<file path="config.mk">
export PLATFORM = sky130hd
export DESIGN_NAME = fbs_fib
export DESIGN_NICKNAME = d
export VERILOG_FILES = /design/src/sv/fbs_pkg.sv /design/src/sv/fbs_fib.sv
export SDC_FILE = /design/constraint.sdc
export NUM_CORES = 1
export LEC_CHECK = 0
export BUFFER_PORTS_ARGS = -buffer_cell sky130_fd_sc_hd__buf_2
export CAP_MARGIN = 40
export CELL_PAD_IN_SITES_DETAIL_PLACEMENT = 0
export CELL_PAD_IN_SITES_GLOBAL_PLACEMENT = 1
export CORE_MARGIN = 5
export CORE_UTILIZATION = 42
export DETAILED_ROUTE_END_ITERATION = 10
export GPL_TIMING_DRIVEN = 0
export HOLD_SLACK_MARGIN = 0.05
export PLACE_DENSITY = 0.83
export SLEW_MARGIN = 20
export SYNTH_ARGS = -nofsm -noshare
export SYNTH_HDL_FRONTEND = slang
export SYNTH_SLANG_ARGS = --single-unit
</file>
<file path="constraint.sdc">
create_clock -name clk -period 5.89 [get_ports clk]
set_input_delay 0.8835 -clock clk [delete_from_list [all_inputs] [get_ports clk]]
set_output_delay 0.8835 -clock clk [all_outputs]
set_load 0.01 [all_outputs]
</file>
<file path="src/sv/fbs_pkg.sv">
`default_nettype none
package fbs_pkg;

  // fixed field widths of the ports
  localparam int IDX_W = 10;
  localparam int LEN_W = 11;
  localparam int IN_W  = 32;
  localparam int POS_W = 10;

  localparam logic OP_LOAD   = 1'b0;
  localparam logic OP_SEARCH = 1'b1;

  typedef struct packed {
    logic             found;
    logic [POS_W-1:0] position;
  } res_t;

endpackage
`default_nettype wire

</file>
<file path="src/sv/fbs_fib.sv">
`default_nettype none
module fbs_fib #(
  parameter int DEPTH = 1024,
  parameter int NW    = $clog2(DEPTH + 1),
  parameter int FW    = NW + 1
) (
  input  wire logic                      clk,
  input  wire logic                      rst,
  input  wire logic                      start,
  input  wire logic [fbs_pkg::LEN_W-1:0] len,
  output logic [NW-1:0]                  n,
  output logic [FW-1:0]                  f,
  output logic [FW-1:0]                  f1,
  output logic [FW-1:0]                  f2,
  output logic                           busy
);
  import fbs_pkg::*;

  localparam int CW = (NW > LEN_W) ? NW : LEN_W;

  logic [CW-1:0] len_ext;
  logic [NW-1:0] n_clamp;

  assign len_ext = CW'(len);
  assign n_clamp = (len_ext > CW'(DEPTH)) ? NW'(DEPTH) : NW'(len_ext);

  // grow the fibonacci triple until it covers the table length, one step a cycle
  assign busy = (f < FW'(n));

  always_ff @(posedge clk) begin
    if (rst) begin
      n  <= '0;
      f2 <= '0;
      f1 <= FW'(1);
      f  <= FW'(1);
    end else if (start) begin
      n  <= n_clamp;
      f2 <= '0;
      f1 <= FW'(1);
      f  <= FW'(1);
    end else if (busy) begin
      f2 <= f1;
      f1 <= f;
      f  <= f1 + f;
    end
  end

endmodule
`default_nettype wire

</file>
After elaboration in Yosys (flattened, before gate mapping) --
Cells that the tools add are included.
Word-level totals: register bits 47
Cells by class: reduce and logical (&&, ||, !) cells 1, add/sub/neg operators 1, order comparisons 2, muxes and demuxes 1
Operators with widths (count):
- $add 12x12->12 | 1
- $lt 12x11->1 | 1
- $gt 11x11->1 const B | 1
- $mux 11 | 1
- $reduce_or 2->1 | 1

Logic depth before layout (Yosys ltp) --
word-level depth 2, mapped depth 9, mapped depth without buffers 8

Worst setup path before layout --
Ideal clock, no wire load.
path type flip-flop to output port, from register n[9], to output port busy, cell stages (with the launch flop) 8, arrival 1.660 ns, setup slack 3.347 ns, cell sequence dfxtp_1 inv_1 ha_1 a21o_1 a211oi_2 o21ai_1 a21oi_4 buf_6
Between the ends: cells in the longest elaborated chain, start to end 1
RTL lines:
- from (decl) | line fbs_fib.sv:11 | output logic [NW-1:0] n,
- from (signal assigned) | line fbs_fib.sv:37 | n <= n_clamp;
- $lt 12x11->1 | line fbs_fib.sv:28 | assign busy = (f < FW'(n));
- to (decl) | line fbs_fib.sv:15 | output logic busy
No other way between the ends.

Worst setup path in the final report --
from register f[2], to output port busy
Between the ends: cells in the longest elaborated chain, start to end 1
RTL lines:
- from (decl) | line fbs_fib.sv:12 | output logic [FW-1:0] f,
- from (signal assigned) | line fbs_fib.sv:44 | f <= f1 + f;
- $lt 12x11->1 | line fbs_fib.sv:28
No other way between the ends.

==> summary by stage <==
Final layout
The number of inserted filler cells in the final layout is 546. For this run, the share of the core covered by cells in the final layout is 0.526. At the end of the flow, the number of nets in the layout was 370. The number of antenna diodes is 0. The layout-stage area growth over the synthesis result is 19.6%.

In the final layout, the share of cells above drive strength 1 is 0.230.

Worst setup path
On the critical path, the stage with the largest delay is an instance of dfxtp_1. The endpoint class of the critical path is an output pin. The class of the most critical setup path is reg2out. In this run the critical register-to-register path is captured at f[10]. The signal on the critical path passes through ha_1, a21o_1, a31oi_1, o21ai_1, a21oi_4, buf_6, buf_2.

The highest cell delay on the worst timing path is 0.44 ns. The worst register-to-register path begins at f[0]. The data required time of the critical path is 5.01 ns.

The number of cells on the worst reg-to-reg path is 8. The arrival time reported for the critical path endpoint is around 2.2 ns. On the critical path the largest part of the delay comes from compound AO/OA/AOI/OAI gates. The critical path contains buffers and inverters numbering 2 combined. Setup slack on the worst reg-to-reg path comes out at 3.51 ns. In this run the worst path has a maximum fanout of 10.

STA classifies the critical path startpoint as a flop.

Clock tree
TritonCTS built the clock tree. In this run, post-CTS repair resized a total of 0 instances. For the worst-skew pair, the clock arrives at the later sink with an insertion delay of roughly 0.31 ns. In this run the clock root is driven by a clkbuf_8.

The clock passes through at most 2 buffers. Counting every sink on the clock net gives 47. The post-CTS setup-driven buffer insertion count is 0. CTS built an H-tree with a depth of 2. Buffers inserted during clock tree synthesis total 5. Clock-pin slew was measured on the worst setup and hold paths at 0.09 ns. The post-cts hold buffer count is 0.

Detailed routing
The detail-routed net length per standard cell is 14.3 um. Once detail routing completed, the nets flagged for antenna violations numbered 0. After detailed routing, the number of remaining DRC violations is 0. The final wirelength is 5810 um. The first-pass iteration count of the detailed router is 4. In the routed layout, each cell is associated on average with a via count of roughly 5. The via count is 2,082. After the first detailed-routing iteration, the DRC count stood at 82.

Status
The flow ran to the end, and the final reports show no timing, DRC or antenna violations.

GRT
The global router's overall resource usage is 0.163. For this run the aggregate overflow at the end of global routing stands at 0. The maximum number of pins on one net before global-route repair is 15. The number of global-route vias before repair is 2,009.

The first global-routing pass estimated 9650 um of wire. The number of antenna violations at the first check in global routing is 0.

STA
The timing-limited maximum frequency is 322 MHz. The relative slew slack is 0.584. The setup violation total in the final timing report is 0. The worst slack on hold paths is 0.490 ns.

The worst path needs 3.11 ns of the cycle, external delays included. At the pin with the least slew margin, the transition time is 0.621 ns. Setup repair after global routing left no endpoint under its margin.

The final cycle utilization of the critical path is 0.527. Between clock sinks in the finished design, the worst skew comes to 0.00436 ns. The number of max-slew violations in the final report is 0. The final count of hold timing violations is 0. In the final timing run, aggregate negative setup slack is 0 ns.

Die
The die span in x is 86.4 um. For this configuration, the core starts out at a cell density of 0.440. The cell row count is 27.

The die area is 7470 um^2. The die is 86.4 um tall. The number of placed I/O pins is 62. The core region is roughly 5600 um^2.

Yosys
In the synthesized netlist, the number of instances is 266. The number of storage elements in the synthesis netlist is between 40 and 50. The number of nets handed over by synthesis was 302. Of the total synthesized cell area, the portion taken by AND, OR, NAND and NOR gates is 0.142. For this run, the register share of the synthesized area comes to 0.384. The number of distinct library cells after synthesis is 43. The fraction of the mapped netlist area in adder cells is 0.115. The main combinational cell family by area after synthesis is compound AO/OA/AOI/OAI gates.

In the synthesized netlist the dominant register cell turns out to be dfxtp_1. Of all cell types, the one taking the most synthesized area is dfxtp_1. The complex-gate fraction of the synthesized area is 0.171. Of the post-synthesis cell area, the part taken by muxes is 0.118. The synthesized area divided by synthesized cell count is 9.22 um^2. Of the total synthesized cell area, the portion taken by XOR and XNOR cells is 0.0214. During synthesis, Yosys emitted a total of 0 warnings.

After synthesis the cells add up to between 2000 and 2500 um^2. The number of enable flip-flop cells after synthesis is 0. For this run, asynchronously set or reset flops after synthesis account for 0. By area the synthesized netlist is led by dfxtp_1 38%, mux2i_1 12%, ha_1 11%. The top-area cell type share of the netlist area is 0.384.

Min path
The min-delay analysis places its worst path in the category reg2reg. The critical hold path startpoint is f2[0]. Along the worst hold path, the cell count comes to 2.

For hold timing, the worst endpoint is f2[0].

Power and ir drop
The total power per unit cell area is a little under 500 nW/um^2. The analysis attributes to cell leakage a power of 1.44 nW. The overall power after layout is 1.41 mW. IR analysis of the VDD net gives a maximum drop of 0.232 mV.

Placed design
The routability-driven placement congestion ratio is 0.866. The number of buffer cells added on primary ports is 61. Detailed placement ended at an HPWL of 4440 um.

Job
Max-cap violations in this run came to 0.
## per-stage QoR
step,area (um^2),setup slack (ns),cells
6_report,2930,2.78,407
5_1_grt,2930,2.65,407
4_1_cts,2930,2.72,407
3_5_place_dp,2850,3.08,399
3_3_place_gp,2850,3.09,399
2_1_floorplan,2450,3.35,266
## cells in the mapped netlist (all sizes together) (7+ instances only)
library cell and number:
a21oi 12, a21o 7, mux2i 29, ha 21, dfxtp 47, nor2 41
inv 11, nand2 16, o21ai 21
## worst register-to-register path: cells and delay by family (launching register included)
| kind | cells | cell delay, ns |
|---|---|---|
| AOI/OAI and AO/OA | 5 | 1.14 |
| adders and majority gates | 2 | 0.68 |
| DFF | 1 | 0.35 |
| and+or+nand+nor | 1 | 0.09 |
## cells in the final DEF, fill, tap and decap left out, drive strengths merged, types with 11 or more instances in the layout
master,n
a21oi,12
buf,65
clkbuf,11
dfxtp,47
ha,21
inv,11
mux2i,29
nand2,16
nor2,41
o21ai,21
## power by group
group	switching (mW)	internal (mW)
sequential	0.0439	0.353
clock	0.110	0.0831
combinational	0.437	0.386
## cells by family after synthesis
logic type | after synthesis
adders and majority gates | 22
DFF | 47
buffers and inverters | 20
xor gates and xnor gates | 6
muxes | 29
and+or+nand+nor | 79
AOI/OAI and AO/OA | 63
## final cells by class
| cell class | count | area, um^2 | area share |
|---|---|---|---|
| buffer | 9 | 75.1 | 0.0256 |
| clock buffer | 6 | 72.6 | 0.0247 |
| clock inverter | 2 | 12.5 | 0.00427 |
| inverter | 11 | 41.3 | 0.0141 |
| multi-input combinational | 199 | 1400 | 0.476 |
| sequential | 47 | 941 | 0.321 |
| tap | 72 | 90.1 | 0.0307 |
| timing repair buffer | 61 | 305 | 0.104 |
## sequential cells by signal (all words and copies together) (netlist names)
register and count:
f 12, n 11, f2 12, f1 12
## how the worst max path moves through the flow
stage	start	to	slack [ns]	cells after the start
after CTS	f[2]	busy	2.72	7
after global placement	f[2]	busy	3.09	7
after floorplan	n[9]	busy	3.35	7
after global routing	f[2]	busy	2.65	7
final	f[2]	busy	2.78	7
after detailed placement	f[2]	busy	3.08	7
## layer usage
layer	share of wire	global-route usage	vias to the layer above
met5	0	0	-
met4	0.0091	0.0467	0
met3	0.081	0.0466	4
li1	-	-	1082
met2	0.44	0.252	61
met1	0.47	0.222	935
(Power assumes the default switching activity.)
